## src/rtl/ppmfd_pkg.sv

```systemverilog
// ----------------------------------------------------------------------------
// ppmfd_pkg
// Shared types, constants and control bundles of the PPM frame decoder.
// ----------------------------------------------------------------------------
package ppmfd_pkg;

  // Channels in one PPM frame
  localparam int CHANNELS = 8;
  // Width of the channel count and the emit index
  localparam int CNT_W    = (CHANNELS > 1) ? $clog2(CHANNELS) : 1;

  // Fixed field widths
  localparam int TIME_W   = 32;
  localparam int WIDTH_W  = 16;
  localparam int IDX_W    = 3;
  localparam int KIND_W   = 3;
  localparam int CFG_IDX_W = 2;

  // Configuration register indexes
  localparam logic [CFG_IDX_W-1:0] REG_SYNC_MIN  = 2'd0;
  localparam logic [CFG_IDX_W-1:0] REG_PULSE_MIN = 2'd1;
  localparam logic [CFG_IDX_W-1:0] REG_PULSE_MAX = 2'd2;

  // Configuration reset values
  localparam logic [WIDTH_W-1:0] SYNC_MIN_RST  = 16'd2200;
  localparam logic [WIDTH_W-1:0] PULSE_MIN_RST = 16'd900;
  localparam logic [WIDTH_W-1:0] PULSE_MAX_RST = 16'd2100;

  // Result kinds
  typedef enum logic [KIND_W-1:0] {
    KIND_IGNORED = 3'd0,
    KIND_SYNC    = 3'd1,
    KIND_STORED  = 3'd2,
    KIND_LOST    = 3'd3,
    KIND_FRAME   = 3'd4
  } kind_t;

  // State updates requested of the datapath
  typedef enum logic [2:0] {
    ACT_NONE,
    ACT_ARM,
    ACT_RESYNC,
    ACT_STORE,
    ACT_LOSE
  } act_t;

  // Controller to datapath commands
  typedef struct packed {
    logic  capture;   // take the edge time, form the interval
    logic  load;      // load the output register
    kind_t kind;      // kind of the loaded result
    logic  sel_store; // result comes from the channel store
    logic  emit_step; // advance the emit index
    act_t  act;       // decoder state update
  } ppmfd_cmd_t;

  // Datapath to controller status
  typedef struct packed {
    logic synced;
    logic ge_sync;
    logic in_window;
    logic count_full;
    logic emit_last;
    logic out_free;
  } ppmfd_sts_t;

endpackage

```

## src/rtl/ppm_frame_decoder.sv

```systemverilog
// ----------------------------------------------------------------------------
// ppm_frame_decoder
// RC PPM decoder: classifies edge intervals and emits stored channel frames.
// ----------------------------------------------------------------------------
// Channel  Dir  Handshake          Payload
// s_*      in   s_tvalid/s_tready  tdata[31:0] edge_time_us
// m_*      out  m_tvalid/m_tready  tdata, tuser event_kind, tlast last
// cfg_*    in   cfg_valid/cfg_ready cfg_index, cfg_data[15:0]
//
// An edge passes the capture and classify states and yields one result; the
// edge completing a frame yields CHANNELS frame results, the emit index
// reading one stored channel per cycle into the output register when free.
// Reset is synchronous; the channel store is not cleared.
// A stalled m_tready holds the output register and the sequencer waits on it.
// ----------------------------------------------------------------------------
module ppm_frame_decoder import ppmfd_pkg::*; (
  input  logic                 clk,
  input  logic                 rst,
  // tdata: edge_time_us[31:0]
  input  logic                 s_tvalid,
  output logic                 s_tready,
  input  logic [TIME_W-1:0]    s_tdata,
  // tdata: channel_index[2:0], channel_width_us[18:3], update_flag[19], zeros
  output logic                 m_tvalid,
  input  logic                 m_tready,
  output logic [23:0]          m_tdata,
  // tuser: event_kind[2:0]
  output logic [KIND_W-1:0]    m_tuser,
  output logic                 m_tlast,
  input  logic                 cfg_valid,
  output logic                 cfg_ready,
  input  logic [CFG_IDX_W-1:0] cfg_index,
  input  logic [WIDTH_W-1:0]   cfg_data
);

  ppmfd_cmd_t         cmd;
  ppmfd_sts_t         sts;
  logic [IDX_W-1:0]   channel_index;
  logic [WIDTH_W-1:0] channel_width_us;
  logic               update_flag;

  assign cfg_ready = 1'b1;

  // Sequencer
  ppmfd_ctrl u_ctrl (
    .clk      (clk),
    .rst      (rst),
    .s_tvalid (s_tvalid),
    .s_tready (s_tready),
    .sts      (sts),
    .cmd      (cmd)
  );

  // Datapath
  ppmfd_datapath u_datapath (
    .clk              (clk),
    .rst              (rst),
    .edge_time_us     (s_tdata),
    .cfg_valid        (cfg_valid),
    .cfg_index        (cfg_index),
    .cfg_data         (cfg_data),
    .m_tready         (m_tready),
    .m_tvalid         (m_tvalid),
    .event_kind       (m_tuser),
    .channel_index    (channel_index),
    .channel_width_us (channel_width_us),
    .update_flag      (update_flag),
    .last             (m_tlast),
    .cmd              (cmd),
    .sts              (sts)
  );

  // Pack result fields
  assign m_tdata = {4'b0000, update_flag, channel_width_us, channel_index};

endmodule

```

## src/rtl/ppmfd_ctrl.sv

```systemverilog
// ----------------------------------------------------------------------------
// ppmfd_ctrl
// Sequencer: accepts an edge, classifies its interval, emits the results.
// ----------------------------------------------------------------------------
module ppmfd_ctrl import ppmfd_pkg::*; (
  input  logic       clk,
  input  logic       rst,
  input  logic       s_tvalid,
  output logic       s_tready,
  input  ppmfd_sts_t sts,
  output ppmfd_cmd_t cmd
);

  typedef enum logic [1:0] {
    S_IDLE,
    S_EVAL,
    S_EMIT
  } state_t;

  state_t state;
  state_t state_next;

  assign s_tready = (state == S_IDLE);

  // Decode commands for the current state
  always_comb begin
    cmd        = '0;
    cmd.kind   = KIND_IGNORED;
    cmd.act    = ACT_NONE;
    state_next = state;
    unique case (state)
      S_IDLE: begin
        if (s_tvalid) begin
          cmd.capture = 1'b1;
          state_next  = S_EVAL;
        end
      end
      S_EVAL: begin
        if (sts.out_free) begin
          state_next = S_IDLE;
          priority if (!sts.synced) begin
            cmd.load = 1'b1;
            if (sts.ge_sync) begin
              cmd.kind = KIND_SYNC;
              cmd.act  = ACT_ARM;
            end else begin
              cmd.kind = KIND_IGNORED;
            end
          end else if (sts.ge_sync) begin
            cmd.load = 1'b1;
            cmd.kind = KIND_SYNC;
            cmd.act  = ACT_RESYNC;
          end else if (sts.in_window) begin
            cmd.act = ACT_STORE;
            if (sts.count_full) begin
              state_next = S_EMIT;
            end else begin
              cmd.load = 1'b1;
              cmd.kind = KIND_STORED;
            end
          end else begin
            cmd.load = 1'b1;
            cmd.kind = KIND_LOST;
            cmd.act  = ACT_LOSE;
          end
        end
      end
      S_EMIT: begin
        if (sts.out_free) begin
          cmd.load      = 1'b1;
          cmd.kind      = KIND_FRAME;
          cmd.sel_store = 1'b1;
          cmd.emit_step = 1'b1;
          if (sts.emit_last) begin
            state_next = S_IDLE;
          end
        end
      end
      default: begin
        state_next = S_IDLE;
      end
    endcase
  end

  // Hold state
  always_ff @(posedge clk) begin
    if (rst) begin
      state <= S_IDLE;
    end else begin
      state <= state_next;
    end
  end

`ifndef NO_ASSERTIONS
  // Never overwrite a result that is still waiting
  a_load_free: assert property (@(posedge clk) disable iff (rst)
    cmd.load |-> sts.out_free)
    else $error("result loaded over a pending one");
`endif

endmodule

```

## src/rtl/ppmfd_datapath.sv

```systemverilog
// ----------------------------------------------------------------------------
// ppmfd_datapath
// Interval, decoder state, channel store, configuration and output register.
// ----------------------------------------------------------------------------
module ppmfd_datapath import ppmfd_pkg::*; (
  input  logic                 clk,
  input  logic                 rst,
  input  logic [TIME_W-1:0]    edge_time_us,
  input  logic                 cfg_valid,
  input  logic [CFG_IDX_W-1:0] cfg_index,
  input  logic [WIDTH_W-1:0]   cfg_data,
  input  logic                 m_tready,
  output logic                 m_tvalid,
  output logic [KIND_W-1:0]    event_kind,
  output logic [IDX_W-1:0]     channel_index,
  output logic [WIDTH_W-1:0]   channel_width_us,
  output logic                 update_flag,
  output logic                 last,
  input  ppmfd_cmd_t           cmd,
  output ppmfd_sts_t           sts
);

  logic [WIDTH_W-1:0] sync_min;
  logic [WIDTH_W-1:0] pulse_min;
  logic [WIDTH_W-1:0] pulse_max;

  logic [TIME_W-1:0]  prev_time;
  logic [TIME_W-1:0]  diff;
  logic [WIDTH_W-1:0] delta;
  logic               synced;
  logic [CNT_W-1:0]   count;
  logic               marker;
  logic               marker_next;
  logic [CNT_W-1:0]   emit_idx;
  logic [WIDTH_W-1:0] store [CHANNELS];
  logic               count_full;
  logic               emit_last;

  logic               out_valid;
  kind_t              out_kind;

  assign diff       = edge_time_us - prev_time;
  assign count_full = (count == CNT_W'(CHANNELS - 1));
  assign emit_last  = (emit_idx == CNT_W'(CHANNELS - 1));

  // Status for the sequencer
  assign sts.synced     = synced;
  assign sts.ge_sync    = (delta >= sync_min);
  assign sts.in_window  = (delta >= pulse_min) && (delta <= pulse_max);
  assign sts.count_full = count_full;
  assign sts.emit_last  = emit_last;
  assign sts.out_free   = !out_valid || m_tready;

  // Update marker after this event
  always_comb begin
    unique case (cmd.act)
      ACT_ARM:    marker_next = 1'b0;
      ACT_RESYNC: marker_next = 1'b1;
      default:    marker_next = marker;
    endcase
  end

  // Configuration registers; unknown indexes drop
  always_ff @(posedge clk) begin
    if (rst) begin
      sync_min  <= SYNC_MIN_RST;
      pulse_min <= PULSE_MIN_RST;
      pulse_max <= PULSE_MAX_RST;
    end else if (cfg_valid) begin
      if (cfg_index == REG_SYNC_MIN)  sync_min  <= cfg_data;
      if (cfg_index == REG_PULSE_MIN) pulse_min <= cfg_data;
      if (cfg_index == REG_PULSE_MAX) pulse_max <= cfg_data;
    end
  end

  // Decoder state
  always_ff @(posedge clk) begin
    if (rst) begin
      prev_time <= '0;
      synced    <= 1'b0;
      count     <= '0;
      marker    <= 1'b0;
      emit_idx  <= '0;
    end else begin
      if (cmd.capture) begin
        prev_time <= edge_time_us;
      end
      marker <= marker_next;
      unique case (cmd.act)
        ACT_ARM: begin
          synced <= 1'b1;
          count  <= '0;
        end
        ACT_RESYNC: count <= '0;
        ACT_STORE:  count <= count_full ? '0 : count + 1'b1;
        ACT_LOSE:   synced <= 1'b0;
        default: ;
      endcase
      if (cmd.emit_step) begin
        emit_idx <= emit_last ? '0 : emit_idx + 1'b1;
      end
    end
  end

  // Interval and channel store
  always_ff @(posedge clk) begin
    if (cmd.capture) begin
      delta <= diff[WIDTH_W-1:0];
    end
    if (cmd.act == ACT_STORE) begin
      store[count] <= delta;
    end
  end

  // Output register: valid flag
  always_ff @(posedge clk) begin
    if (rst) begin
      out_valid <= 1'b0;
    end else if (cmd.load) begin
      out_valid <= 1'b1;
    end else if (m_tready) begin
      out_valid <= 1'b0;
    end
  end

  // Output register: payload
  always_ff @(posedge clk) begin
    if (cmd.load) begin
      out_kind    <= cmd.kind;
      update_flag <= marker_next;
      last        <= !cmd.sel_store || emit_last;
      if (cmd.sel_store) begin
        channel_index    <= IDX_W'(emit_idx);
        channel_width_us <= store[emit_idx];
      end else begin
        channel_index    <= (cmd.act == ACT_STORE) ? IDX_W'(count) : '0;
        channel_width_us <= delta;
      end
    end
  end

  assign m_tvalid   = out_valid;
  assign event_kind = out_kind;

`ifndef NO_ASSERTIONS
  // Channels are stored only while armed
  a_store_synced: assert property (@(posedge clk) disable iff (rst)
    (cmd.act == ACT_STORE) |-> synced)
    else $error("channel stored while not synced");

  // A frame is emitted only after the count restarted
  a_emit_count: assert property (@(posedge clk) disable iff (rst)
    cmd.emit_step |-> (count == '0))
    else $error("frame emitted with channels pending");

  // Arming clears count and update marker
  a_arm_clears: assert property (@(posedge clk) disable iff (rst)
    $rose(synced) |-> (!marker && (count == '0)))
    else $error("arming left stale count or marker");
`endif

endmodule
```

## config.mk

```make
export PLATFORM = sky130hd
export DESIGN_NAME = ppm_frame_decoder
export DESIGN_NICKNAME = d
export VERILOG_FILES = /design/src/rtl/ppmfd_pkg.sv /design/src/rtl/ppm_frame_decoder.sv /design/src/rtl/ppmfd_ctrl.sv /design/src/rtl/ppmfd_datapath.sv
export SDC_FILE = /design/constraint.sdc
export NUM_CORES = 1
export LEC_CHECK = 0
export ABC_AREA = 1
export BUFFER_PORTS_ARGS = -buffer_cell sky130_fd_sc_hd__buf_2
export CAP_MARGIN = 30
export CELL_PAD_IN_SITES_DETAIL_PLACEMENT = 1
export CELL_PAD_IN_SITES_GLOBAL_PLACEMENT = 2
export CORE_UTILIZATION = 43
export CTS_CLUSTER_SIZE = 12
export DETAILED_ROUTE_END_ITERATION = 16
export GPL_TIMING_DRIVEN = 0
export PLACE_DENSITY_LB_ADDON = 0.25
export SETUP_SLACK_MARGIN = 0.05
export SLEW_MARGIN = 20
export SYNTH_ARGS = -nofsm -noshare
export SYNTH_HDL_FRONTEND = slang
export SYNTH_SLANG_ARGS = --single-unit
```

## constraint.sdc

```tcl
create_clock -name clk -period 4.4 [get_ports clk]
set_input_delay 0.22 -clock clk [delete_from_list [all_inputs] [get_ports clk]]
set_output_delay 0.22 -clock clk [all_outputs]
set_load 0.005 [all_outputs]
```

# Word-level counts from Yosys, hierarchy flattened
# Memory sizes are Yosys's and may differ from the RTL's. A register that Yosys moved wholly into a read port is not among the register bits.
# Cells that the tools add are included.
dict set report totals {
  memories 1
  output_inout_bits 31
  ramBits 128
  wordCells 91
  ff_bits 115
  input_bits 55
}
dict set report classes {
  muxes 39
  magnitude_cmp 3
  n_addsub 3
  reduce_logical 15
  eq_ne 14
}
# memory words word_bits rd rd_clocked_by_memory_dff wr line
set memory_table {}
lappend memory_table {u_datapath.store 8 16 1 1 1 ppmfd_datapath.sv:35} ;# logic [WIDTH_W-1:0] store [CHANNELS];
# cell n
set op_table {}
lappend op_table {{2-to-1 mux 3 bit} 11}
lappend op_table {{greater-or-equal comparator 16 bit} 2}
lappend op_table {{2-to-1 mux 4 bit} 5}
lappend op_table {{2-to-1 mux 2 bit} 9}
lappend op_table {{<= comparator 16 bit} 1}
lappend op_table {{2-to-1 mux 16 bit} 1}
lappend op_table {{subtractor 16 bit} 1}
lappend op_table {{equality test 3 bit, second input constant} 3}
lappend op_table {{case mux 4 bit (2 select lines)} 1}
lappend op_table {{2-to-1 mux 1 bit} 7}
lappend op_table {{adder 3 x 1 -> 3 bit, second input constant} 2}
lappend op_table {{equality test 3 x 2 -> 1 bit, second input constant} 2}
lappend op_table {{2-to-1 mux 6 bit} 1}
lappend op_table {{!= test 2 bit, second input constant} 3}
lappend op_table {{case mux 2 bit (3 select lines)} 1}
lappend op_table {{case mux 3 bit (2 select lines)} 1}
lappend op_table {{AND reduction 2 bit} 3}
lappend op_table {{nonzero test 2 bit} 3}
lappend op_table {{equality test 2 x 1 -> 1 bit, second input constant} 2}
lappend op_table {{equality test 2 bit, second input constant} 2}
lappend op_table {{zero test 2 bit} 2}
lappend op_table {{case mux 1 bit (2 select lines)} 2}
lappend op_table {{AND reduction 4 bit} 1}
lappend op_table {{equality test 3 x 1 -> 1 bit, second input constant} 1}
lappend op_table {{other kinds (5)} 7}

# Logic depth before layout (Yosys ltp)
# Gate-level depths: netlist of the first run.
dict set report depth {
  word_depth 10
  mapped_depth 17
  ltp_nobuf 17
}

# Hierarchy
# A second synthesis of the first run with hierarchy kept.
dict set report unflattened {
  hier_cells 1175
  area_unflattened_um2 11558.6
}
# mod cells_per_inst area_each_um2 n_inst seq_area_each_um2
set by_module_without_submodules {}
lappend by_module_without_submodules {ppmfd_datapath 1116 11203.2 1 6566.3}
lappend by_module_without_submodules {ppmfd_ctrl 51 302.8 1 40.0}
lappend by_module_without_submodules {ppm_frame_decoder 8 52.6 1 0.0}

# Least setup slack after synthesis of the first run
# Ideal clock, no wire load.
dict set report synth_timing {
  kind {reg2reg}
  from {register u_datapath.delta[9]}
  to {memory u_datapath.store[0][0] (enable)}
  setup_ns 0.388
  period_less_slack_ns 2.871
  slack_ns 1.529
  required_time_ns 4.012
  t_arrival_ns 2.482
  n_path_buf 0
  stages_incl_launch_ff 11
  cell_sequence {edfxtp_1 -> ha_1 -> nand2_1 -> inv_1 -> nor2_1 -> o21ai_1 -> a21oi_1 -> nand3_2 -> nor4_2 -> nand2_1 -> nor2_1}
}
dict set report synth_via {
  elab_chain_len 10
  word_cells_on_any_way 13
  classes_between {3 x order compare; 1 x eq/ne; 8 x mux; 1 x reduce/logical}
}
# item line
set synth_lines {}
lappend synth_lines {{from (decl)} ppmfd_datapath.sv:29} ;# logic [WIDTH_W-1:0] delta;
lappend synth_lines {{from (signal assigned)} ppmfd_datapath.sv:108} ;# delta <= diff[WIDTH_W-1:0];
lappend synth_lines {{greater-or-equal comparator 16 bit or <= comparator 16 bit (tied branches)} ppmfd_datapath.sv:49} ;# assign sts.in_window = (delta >= pulse_min) && (delta <= pulse_max);
lappend synth_lines {{logical AND 1 bit} ppmfd_datapath.sv:49}
lappend synth_lines {{2-to-1 mux 3 bit} ppmfd_ctrl.sv:53} ;# end else if (sts.in_window) begin
lappend synth_lines {{2-to-1 mux 3 bit} ppmfd_ctrl.sv:49} ;# end else if (sts.ge_sync) begin
lappend synth_lines {{2-to-1 mux 3 bit *} ppmfd_ctrl.sv:41} ;# priority if (!sts.synced) begin
lappend synth_lines {{2-to-1 mux 3 bit *} ppmfd_ctrl.sv:39} ;# if (sts.out_free) begin
lappend synth_lines {{2-to-1 mux 3 bit *} ppmfd_ctrl.sv:31} ;# unique case (state)
lappend synth_lines {{equality test 3 x 2 -> 1 bit *} ppmfd_datapath.sv:110} ;# if (cmd.act == ACT_STORE) begin
lappend synth_lines {{2-to-1 mux 1 bit *} ppmfd_datapath.sv:110}
lappend synth_lines {{2-to-1 mux 1 bit (implied by the code) *} ppmfd_datapath.sv:111} ;# store[count] <= delta;
lappend synth_lines {{to (decl)} ppmfd_datapath.sv:35}
# Every way passes the cells marked *; elsewhere a longest branch is shown, timed or not.

# Final worst setup path of the first run
dict set report layout_timing {
  from {register u_datapath.delta[15]}
  to {memory u_datapath.store[2][9] (enable)}
}
# Same word-level chain as after synthesis.

==> impl_metrics.tcl, run 1 <==
set metrics [dict create \
    antenna_cells 0 \
    worst-setup-path-type "reg2reg" \
    core_region_area_sq_um 25400 \
    worst_path_most_repeated_cell "a21oi_1" \
    floorplan.die.width_microns 163.6 \
    grt_max_degree 25 \
    met3_usage 0.02641 \
    post_dp_cell_area_sq_um 12080 \
    clock_tree_sinks 246 \
    post-route-worst-setup-slack_ns 0.9681 \
    path_cells "ha_1, a21oi_1, o21ai_1, a21oi_1, nand3_2, nor4_2, nand2_1, nor2_2, buf_8" \
    drt_first_pass_iters 5 \
    place_congestion 0.8206 \
    ir_drop_v 0.0002790 \
    setup-tns-final_ns 0 \
    cts_bufs_inserted 28 \
    ys_types 46 \
    worst_path_max_delay_cell "edfxtp_1" \
    period_share 0.7800 \
    drtAntennaViolNets 0 \
    path_clk_slew_ns 0.06 \
    synth.yosys.seq_area_share 0.5886 \
    cts_htree_levels 1 \
    post-cts-setup-buffer-count 0 \
    detailedRoute.firstIterationViolations 647 \
    pre_cts_slack_ns 0.9065 \
    timing.final.max_slew_violations 0 \
    delay_contributed_by_the_slowest_stage_of_the_critical_path_ns 0.78 \
    via_count_of_the_first_global_routing_pass 8522 \
    vias_per_cell 5.401 \
    max_cap_violations 0 \
    startpoint_type "register" \
    final_core_util 0.5225 \
    postSynthCellCount 1063 \
    io_buffer_count 64 \
    ys_ff_latch 246 \
    timing.final.setup_violations 0 \
    layout.cells.non_filler 1548 \
    cp-end-kind "register" \
    final_period_minus_worst_setup_slack_ns 3.432 \
    worst_path_dominant_cell_family "simple AND/OR/NAND/NOR gates" \
    cts_max_path_buffers 3 \
    postSynth.topFlopCell "edfxtp_1" \
    worst_pin_slew_ns 0.8437 \
    syn2layout_area_growth_pct 18.23 \
    worstPathArrival_ns 3.68 \
    grt.total_usage 0.2461 \
    post-place-cells 1467 \
    syn_area_per_cell_sq_um 10.56 \
    number_of_buffers_and_inverters_on_the_critical_path 1 \
    holdBufCountCts 28 \
    drc_violation_count_after_routing 0 \
    power.density_nw_per_um2 424.7 \
    finalWirelength_microns 31820 \
    grt-busiest-layer "met2" \
    initial_utilization 0.4419 \
    hold_class "in2reg" \
    setup_repair_after_global_routing_missed_its_margin "no" \
    layout.cell_area.non_filler_sq_um 13270 \
    cts_tree "yes" \
    grtUsageMet2 0.4206 \
    outcome "completed" \
    die-area_sq_um 26750 \
    total_leakage_power_nw 5.158 \
    post_synthesis_async_set_or_reset_flop_share 0 \
    insertion_delay_of_the_later_clocked_pin_in_the_worst_skew_pair_ns 0.55 \
    p_total_mw 5.636 \
    clock_skew_ns 0.01514 \
    grt_first_pass_wirelength_microns 49020 \
    post_synth_instance_area_sq_um 11220 \
    grt_util_met1 0.3293 \
    floorplan.rows 58 \
    achievable-frequency_mhz 291.4 \
    detailed_placement_hpwl_microns 22130 \
    ys_warn_count 0 \
    cts-root-buf "clkbuf_16" \
    hold_ws_ns 0.01208 \
    synth-edff-count 168 \
    worstPathMaxFanout 12 \
    post_cts_resize_count 0 \
    fin_nets 1322 \
    drive_above_1_share 0.1264 \
    globalRoute.totalOverflow 0 \
    dieHeight_microns 163.6 \
    finalHoldViolations 0 \
    dr_total_vias 8360 \
    io_pins 86 \
    grt_antenna_before_repair 0 \
    worst_slew_margin_rel 0.4375 \
    cp_data_required_time_ns 4.64 \
    routed_len_inst_microns 20.55 \
]
-- registers in the layout, indices dropped and copies added (netlist names), 2 cells and up, named ones only --
signal	cells
u_datapath.store	128
u_datapath.channel_width_us	16
u_datapath.delta	16
u_datapath.prev_time	16
u_datapath.pulse_max	16
u_datapath.pulse_min	16
u_datapath.sync_min	16
u_datapath.channel_index	3
u_datapath.count	3
u_datapath.emit_idx	3
u_datapath.event_kind	3
u_ctrl.state	2
-- area by class of cell --
type | instances | area (sq um)
buffer | 48 | 211.5
clock buffer | 43 | 822.0
clock inverter | 9 | 68.82
fill | 2834 | 12130
inverter | 121 | 454.2
multi-input combinational | 651 | 3989
sequential | 246 | 6606
tap | 330 | 412.9
timing repair buffer | 100 | 705.7
-- worst min-delay path: stages --
cell and delay (ns):
buf_2 0.09, o21ai_0 0.09, a21oi_1 0.11
-- report_power, final --
| part | switching (mW) | internal, mW |
|---|---|---|
| combinational | 0.384 | 0.238 |
| clock | 0.941 | 1.34 |
| sequential | 0.130 | 2.60 |
| total | 1.46 | 4.18 |
-- cell usage in the layout (no fill, tap or decap), types with 44 or more instances in the layout --
cell type	n
o21ai_0	98
nor2_1	100
nand2_1	126
ha_1	70
buf_2	71
clkbuf_1	44
inv_1	118
dfxtp_1	78
a21oi_1	90
edfxtp_1	168
-- Yosys cell counts (5+ instances only) --
cell type  instances  area [sq um]
dfxtp_1           78          1562
buf_4              6         45.04
o211ai_1          29         217.7
a21oi_1           90         450.4
o221ai_1          17         148.9
nor2_1           108         405.4
clkbuf_1          35         131.4
xor2_1            12         105.1
mux2i_1           16         160.2
buf_2              7         35.03
nand4_1            7         43.79
nor2_2             5         31.28
edfxtp_1         168          5045
o21ai_0           98         490.5
o32ai_1           16         140.1
inv_1            118         442.9
nand2_1          126         473.0
ha_1              70         875.8
nand3_1           16         80.08
-- path summary, 6_finish.rpt --
check,startpoint,end,slack (ns),depth (start not counted)
max,u_datapath.delta[15],u_datapath.store[2][9],0.97,9
min,s_tdata[5],u_datapath.prev_time[5],0.01,3
max reg2reg,u_datapath.delta[15],u_datapath.store[2][9],0.97,9
min reg2reg,u_datapath.prev_time[10],u_datapath.prev_time[10],0.46,2
-- metal layers --
layer | up-vias | share of wire | routed length [microns]
li1 | 3994 | - | -
met3 | 47 | 0.040 | 1263
met1 | 4126 | 0.45 | 14200
met4 | 0 | 0.026 | 816
met5 | - | 0 | 0
met2 | 193 | 0.49 | 15530
-- cells by family (layout without fill, tap and decap cells) --
logic type / Yosys count / in the layout / synth area share
other cells: 2 / 5 / 0.0006691
fa+ha+maj: 71 / 71 / 0.07981
xor+xnor: 15 / 15 / 0.01170
compound gates: 269 / 269 / 0.1431
buf+inv: 169 / 321 / 0.05930
mux: 16 / 16 / 0.01427
simple gates: 275 / 275 / 0.1026
flops: 246 / 246 / 0.5886
Power figures use the tool's default switching activity.
==> inputs of run 2 (changes only) <==
- CORE_UTILIZATION: 43 -> 40
- clock period: 4.4 -> 3.5 ns (I/O delays scaled with it)
==> impl_metrics.tcl, run 2 (synthesis gave the netlist of run 1 again) <==
set metrics [dict create \
    startpoint_type "register" \
    hold_ws_ns 0.04716 \
    internal_power_mw 5.240 \
    syn2layout_area_growth_pct 19.94 \
    reg2reg_from "u_datapath.delta[14]" \
    cts_bufs_inserted 27 \
    core_region_area_sq_um 27250 \
    outcome "completed" \
    fin_nets 1342 \
    delay_contributed_by_the_slowest_stage_of_the_critical_path_ns 0.71 \
    post_dp_cell_area_sq_um 12120 \
    achievable-frequency_mhz 304.8 \
    number_of_buffers_and_inverters_on_the_critical_path 1 \
    post-place-cells 1509 \
    grt-busiest-layer "met2" \
    die-area_sq_um 28740 \
    min-delay-start "m_tready" \
    period_share 0.9374 \
    grt_first_pass_wirelength_microns 48910 \
    endpoint "u_datapath.store[7][5]" \
    drt_first_pass_iters 5 \
    cts_max_path_buffers 3 \
    routed_len_inst_microns 19.57 \
    io_pins 86 \
    clock_skew_ns 0.01185 \
    ir_drop_v 0.0003526 \
    share_comb_of_total_power 0.123 \
    most_common_cell_after_layout_fill_and_taps_aside "edfxtp_1" \
    timing.final.setup_violations 0 \
    grt_util_met1 0.2888 \
    worst_slew_margin_rel 0.4276 \
    rrSetupSlack_ns 0.22 \
    worst_path_max_delay_cell "edfxtp_1" \
    floorplan.die.width_microns 169.5 \
    via_count_of_the_first_global_routing_pass 8678 \
    detailedRoute.firstIterationViolations 746 \
    final_period_minus_worst_setup_slack_ns 3.281 \
    largest_register_ff_count 128 \
    power.net_switching_mw 1.790 \
    io_buffer_count 64 \
    power.density_nw_per_um2 522.2 \
    setup_repair_after_global_routing_missed_its_margin "no" \
    p_total_mw 7.030 \
    finalWirelength_microns 31490 \
    largest-register "u_datapath.store" \
    grt_antenna_before_repair 0 \
    layout.cell_area.non_filler_sq_um 13460 \
    cts_tree "yes" \
    detailed_placement_hpwl_microns 22370 \
    drc_violation_count_after_routing 0 \
    place_congestion 0.7961 \
    regToRegEndpoint "u_datapath.store[7][5]" \
    worst-setup-path-type "reg2reg" \
    finalHoldViolations 0 \
    initial_utilization 0.4119 \
    vias_per_cell 5.220 \
    layout.cells.non_filler 1609 \
    dr_total_vias 8399 \
    dieHeight_microns 169.5 \
    timing.final.max_slew_violations 0 \
    max_cap_violations 0 \
    cts-root-buf "clkbuf_16" \
    worst_path_dominant_cell_family "simple AND/OR/NAND/NOR gates" \
    setup-tns-final_ns 0 \
    path_cells "ha_1, nand2_1, o21ai_0, a21oi_1, nand2_1, nand2_1, o21ai_2, nor4_2, nand2_1, nor2_2, buf_6" \
    insertion_delay_of_the_later_clocked_pin_in_the_worst_skew_pair_ns 0.54 \
    cp-end-kind "register" \
    r2r_cells 11 \
    clock_tree_sinks 246 \
    clock_power_share 0.394 \
    floorplan.rows 60 \
    globalRoute.totalOverflow 0 \
    worst_path_most_repeated_cell "nand2_1" \
    hold_class "in2reg" \
    power.switching_fraction 0.2546 \
    grt.total_usage 0.2248 \
    worstPathMaxFanout 12 \
    drive_above_1_share 0.1318 \
    cp_data_required_time_ns 3.74 \
    drtAntennaViolNets 0 \
    layout.cells.most_common_list "edfxtp_1, nand2_1, inv_1, nor2_1, o21ai_0" \
    antenna_cells 0 \
    cts_htree_levels 1 \
    path_clk_slew_ns 0.06 \
    met3_usage 0.02775 \
    power_frac_seq 0.483 \
    worstPathArrival_ns 3.52 \
    timing.critical_path.depth 11 \
    worst_pin_slew_ns 0.8585 \
    grt_max_degree 25 \
    grtUsageMet2 0.3940 \
    timing.critical_path.from "u_datapath.delta[14]" \
    total_leakage_power_nw 5.225 \
]
==> run 2: cell types whose count changed in the layout (fill, tap and decap cells not counted), moves of 2 or more <==
cell,delta
buf_4,+16
clkinv_2,-6
clkinv_1,+5
dlygate4sd3_1,+5
buf_8,-4
buf_6,+3
clkbuf_16,-2
==> run 2: per-layer routing <==
| metal | vias to the layer above | part of all wire | wire (microns) |
|---|---|---|---|
| met5 | - | 0 | 0 |
| met4 | 0 | 0.027 | 840 |
| met3 | 53 | 0.038 | 1202 |
| met2 | 162 | 0.49 | 15470 |
| met1 | 4148 | 0.44 | 13980 |
| li1 | 4036 | - | - |
==> run 2: layout make-up <==
type | instances | area [sq um]
tap | 372 | 465.4
inverter | 121 | 454.2
sequential | 246 | 6606
clock inverter | 11 | 103.9
clock buffer | 39 | 750.7
buffer | 48 | 211.5
multi-input combinational | 651 | 3994
fill | 3045 | 13790
timing repair buffer | 121 | 877.1
==> run 2: worst min-delay path by stage <==
stage	end	slack [ns]	cells after the start
floorplan	u_ctrl.state[1]	0.24	1
global placement	u_datapath.pulse_min[2]	0.44	3
detailed placement	u_datapath.pulse_max[2]	0.44	3
CTS	u_datapath.m_tvalid	0.04	6
global route	u_datapath.m_tvalid	0.07	6
finish	u_datapath.m_tvalid	0.05	6
==> run 2: per-stage QoR <==
stage                       util  worst slack (ns)
after floorplan                -            0.6292
after CTS                 0.4884           0.06618
after detailed placement  0.4448          -0.06680
after global routing      0.4940           0.05006
after global placement    0.4411           -0.6345
final                     0.4940            0.2190
==> run 2: worst register-to-register path: cells and delay by family, from the launching register on <==
family | cells | cell delay [ns]
buf+inv | 1 | 0.25
simple gates | 6 | 1.19
compound gates | 3 | 0.48
fa+ha+maj | 1 | 0.34
flops | 1 | 0.71
==> run 2: power groups by stage <==
stage	logic (mW)	registers, mW	clock network, mW
floorplan	0.525	3.41	0
global placement	0.727	3.49	0
detailed placement	0.754	3.50	0
CTS	0.787	3.44	2.83
global route	0.991	3.40	2.92
finish	0.865	3.39	2.77
==> run 2: repair_timing <==
| item | CTS | global route |
|---|---|---|
| resized for setup | 1 | 1 |
| setup endpoints to repair | 16 | 76 |
| hold buffers | 33 | 0 |
| endpoints found under the hold margin | 64 | 0 |
| setup buffers | 0 | 16 |
==> inputs of run 3 (changes only) <==
- CORE_UTILIZATION: 40 -> 39
- SYNTH_HIERARCHICAL: default -> 1
==> impl_metrics.tcl, run 3 <==
set metrics [dict create \
    outcome "completed" \
    pre_cts_slack_ns -0.9349 \
    floorplan.rows 62 \
    syn2layout_area_growth_pct 25.64 \
    internal_power_mw 5.495 \
    power_frac_seq 0.451 \
    detailedRoute.firstIterationViolations 463 \
    layout.cells.most_common_list "nand2_1, inv_1, edfxtp_1, a21oi_1, o21ai_0" \
    largest_cells_by_area_after_synthesis "edfxtp_1, dfxtp_1, ha_1" \
    worst_slew_margin_rel 0.4584 \
    worstPathMaxFanout 5 \
    synth_top_area_cell "edfxtp_1" \
    path_clk_slew_ns 0.06 \
    final_period_minus_worst_setup_slack_ns 3.409 \
    startpoint_type "register" \
    vias_per_cell 5.052 \
    core_region_area_sq_um 28940 \
    timing.final.setup_violations 0 \
    grt_max_degree 26 \
    yosys.area.top_type_share 0.4365 \
    cp_data_required_time_ns 3.78 \
    synthTopCellsByCount "nand2_1, inv_1, edfxtp_1" \
    layout.cells.non_filler 1774 \
    grt_first_pass_wirelength_microns 51280 \
    power.net_switching_mw 1.880 \
    drt_first_pass_iters 5 \
    wl_met2_microns 16980 \
    ir_drop_v 0.0003967 \
    die-area_sq_um 30330 \
    post-route-worst-setup-slack_ns 0.09149 \
    clock_tree_sinks 246 \
    power.density_nw_per_um2 507.8 \
    place_congestion 0.7878 \
    synth.yosys.seq_area_share 0.5716 \
    wirelength_met1_microns 14270 \
    cts_tree "yes" \
    yosys.cell_count.top_type "nand2_1" \
    largest-register "u_datapath/store" \
    synth-edff-count 168 \
    via_count_of_the_first_global_routing_pass 9232 \
    grt_antenna_before_repair 0 \
    p_total_mw 7.375 \
    floorplan.die.width_microns 174.2 \
    worst_pin_slew_ns 0.8115 \
    syn_area_per_cell_sq_um 9.837 \
    drive_above_1_share 0.1820 \
    highest-signal-layer "met4" \
    largest_register_ff_count 128 \
    insertion_delay_of_the_later_clocked_pin_in_the_worst_skew_pair_ns 0.56 \
    setup-tns-final_ns 0 \
    post_synthesis_async_set_or_reset_flop_share 0 \
    io_pins 86 \
    io_buffer_count 64 \
    cts-root-buf "clkbuf_16" \
    detailed_placement_hpwl_microns 22970 \
    max_cap_violations 0 \
    ys_ff_latch 246 \
    power.switching_fraction 0.2549 \
    met3_routed_wl_microns 1258 \
    most_common_cell_after_layout_fill_and_taps_aside "nand2_1" \
    period_share 0.9739 \
    hold_class "in2reg" \
    globalRoute.totalOverflow 0 \
    cp-end-kind "register" \
    share_comb_of_total_power 0.140 \
    cts_htree_levels 1 \
    postSynthCellCount 1175 \
    initial_utilization 0.3995 \
    cts_max_path_buffers 3 \
    worst-setup-path-type "reg2reg" \
    post_synth_instance_area_sq_um 11560 \
    post-place-cells 1633 \
    dieHeight_microns 174.2 \
    grt.total_usage 0.2203 \
    ys_warn_count 6 \
    clock_skew_ns 0.02353 \
    routed_len_inst_microns 18.83 \
    drc_violation_count_after_routing 0 \
    finalHoldViolations 0 \
    fin_nets 1494 \
    dr_total_vias 8963 \
    timing.final.max_slew_violations 0 \
    worstPathArrival_ns 3.69 \
    ys_types 43 \
    cts_bufs_inserted 28 \
    drtAntennaViolNets 0 \
    postSynth.topFlopCell "edfxtp_1" \
    achievable-frequency_mhz 293.4 \
    clock_power_share 0.409 \
    finalWirelength_microns 33400 \
    antenna_cells 0 \
    total_leakage_power_nw 5.882 \
]
## run 3: cell types whose count changed in the layout (fill, tap and decap cells not counted), moves of 8 or more
| cell | change |
|---|---|
| mux2i_1 | -16 |
| o32ai_1 | -16 |
| o221ai_1 | -17 |
| nand2_1 | +53 |
| clkbuf_1 | -13 |
| buf_4 | +34 |
| buf_12 | +8 |
| a21oi_1 | +31 |
| nand3_1 | +50 |
| o211ai_1 | +15 |
| inv_1 | +52 |
| inv_2 | +8 |
| o21ai_0 | -12 |
| nor2_1 | -62 |
## run 3: cell type report
class	count	area, sq um
fill	3267	14410
multi-input combinational	693	4194
sequential	246	6606
inverter	184	701.9
clock inverter	15	198.9
buffer	55	290.3
clock buffer	37	754.5
timing repair buffer	160	1296
tap	384	480.5
## run 3: stage by stage
stage | util | hold WS [ns] | instance area, sq um
after detailed placement | 0.4315 | 0.3740 | 12480
after global routing | 0.5019 | 0.05606 | 14520
after CTS | 0.4897 | 0.03577 | 14170
after global placement | 0.4279 | 0.3682 | 12380
after floorplan | - | 0.2374 | 11580
final | 0.5019 | 0.05125 | 14520
## run 3: worst paths after layout
path,depth (start not counted),slack [ns],endpoint,startpoint
hold reg to reg,2,0.46,u_datapath/pulse_min[13],u_datapath/pulse_min[13]
setup reg to reg,16,0.09,u_datapath/store[5][1],u_datapath/delta[13]
hold / removal,3,0.05,u_datapath/sync_min[3],cfg_index[0]
setup / recovery,16,0.09,u_datapath/store[5][1],u_datapath/delta[13]
## run 3: layer usage
layer / GRT usage / vias to the layer above
met2: 0.4017 / 178
met4: 0.06104 / 0
li1: - / 4381
met1: 0.2704 / 4347
met3: 0.03018 / 57
met5: 0 / -
## run 3: repair_timing
action | 4_1_cts | 5_1_grt
pin swaps | 10 | 17
hold buffers | 34 | 0
hold endpoints to repair | 61 | 0
gates resized for setup | 16 | 41
gates cloned | 0 | 1
setup endpoints to repair | 132 | 130
buffers inserted | 36 | 18
## run 3: kinds of logic (layout without fill, tap and decap cells)
family / count (synthesis) / after routing / share of synthesized area
other: 2 / 5 / 0.0006497
AND/OR/NAND/NOR: 327 / 327 / 0.1223
buffers and inverters: 239 / 451 / 0.08519
AO/OA/AOI/OAI: 279 / 279 / 0.1344
adder cells (fa/ha/maj): 71 / 71 / 0.07751
XOR/XNOR: 11 / 11 / 0.008336
flip-flops: 246 / 246 / 0.5716
## run 3: critical path: stages, from the launching register on
cell and delay, ns:
edfxtp_1 0.49, buf_4 0.18, ha_1 0.31, a21oi_1 0.20, o21ai_1 0.13, a21oi_4 0.18, nand3_4 0.15, inv_2 0.14
a21oi_4 0.07, a211oi_4 0.20, inv_2 0.08, nor3_4 0.23, inv_2 0.10, nor2_4 0.14, clkinv_4 0.11, nor2_4 0.22
clkbuf_16 0.20
## run 3: power by group through the flow
stage                     logic [mW]  registers, mW  clock network (mW)
after floorplan                0.510           3.39                   0
after global placement         0.710           3.47                   0
after detailed placement       0.734           3.48                   0
after CTS                      0.924           3.33                3.07
after global routing            1.16           3.33                3.18
final                           1.03           3.33                3.02
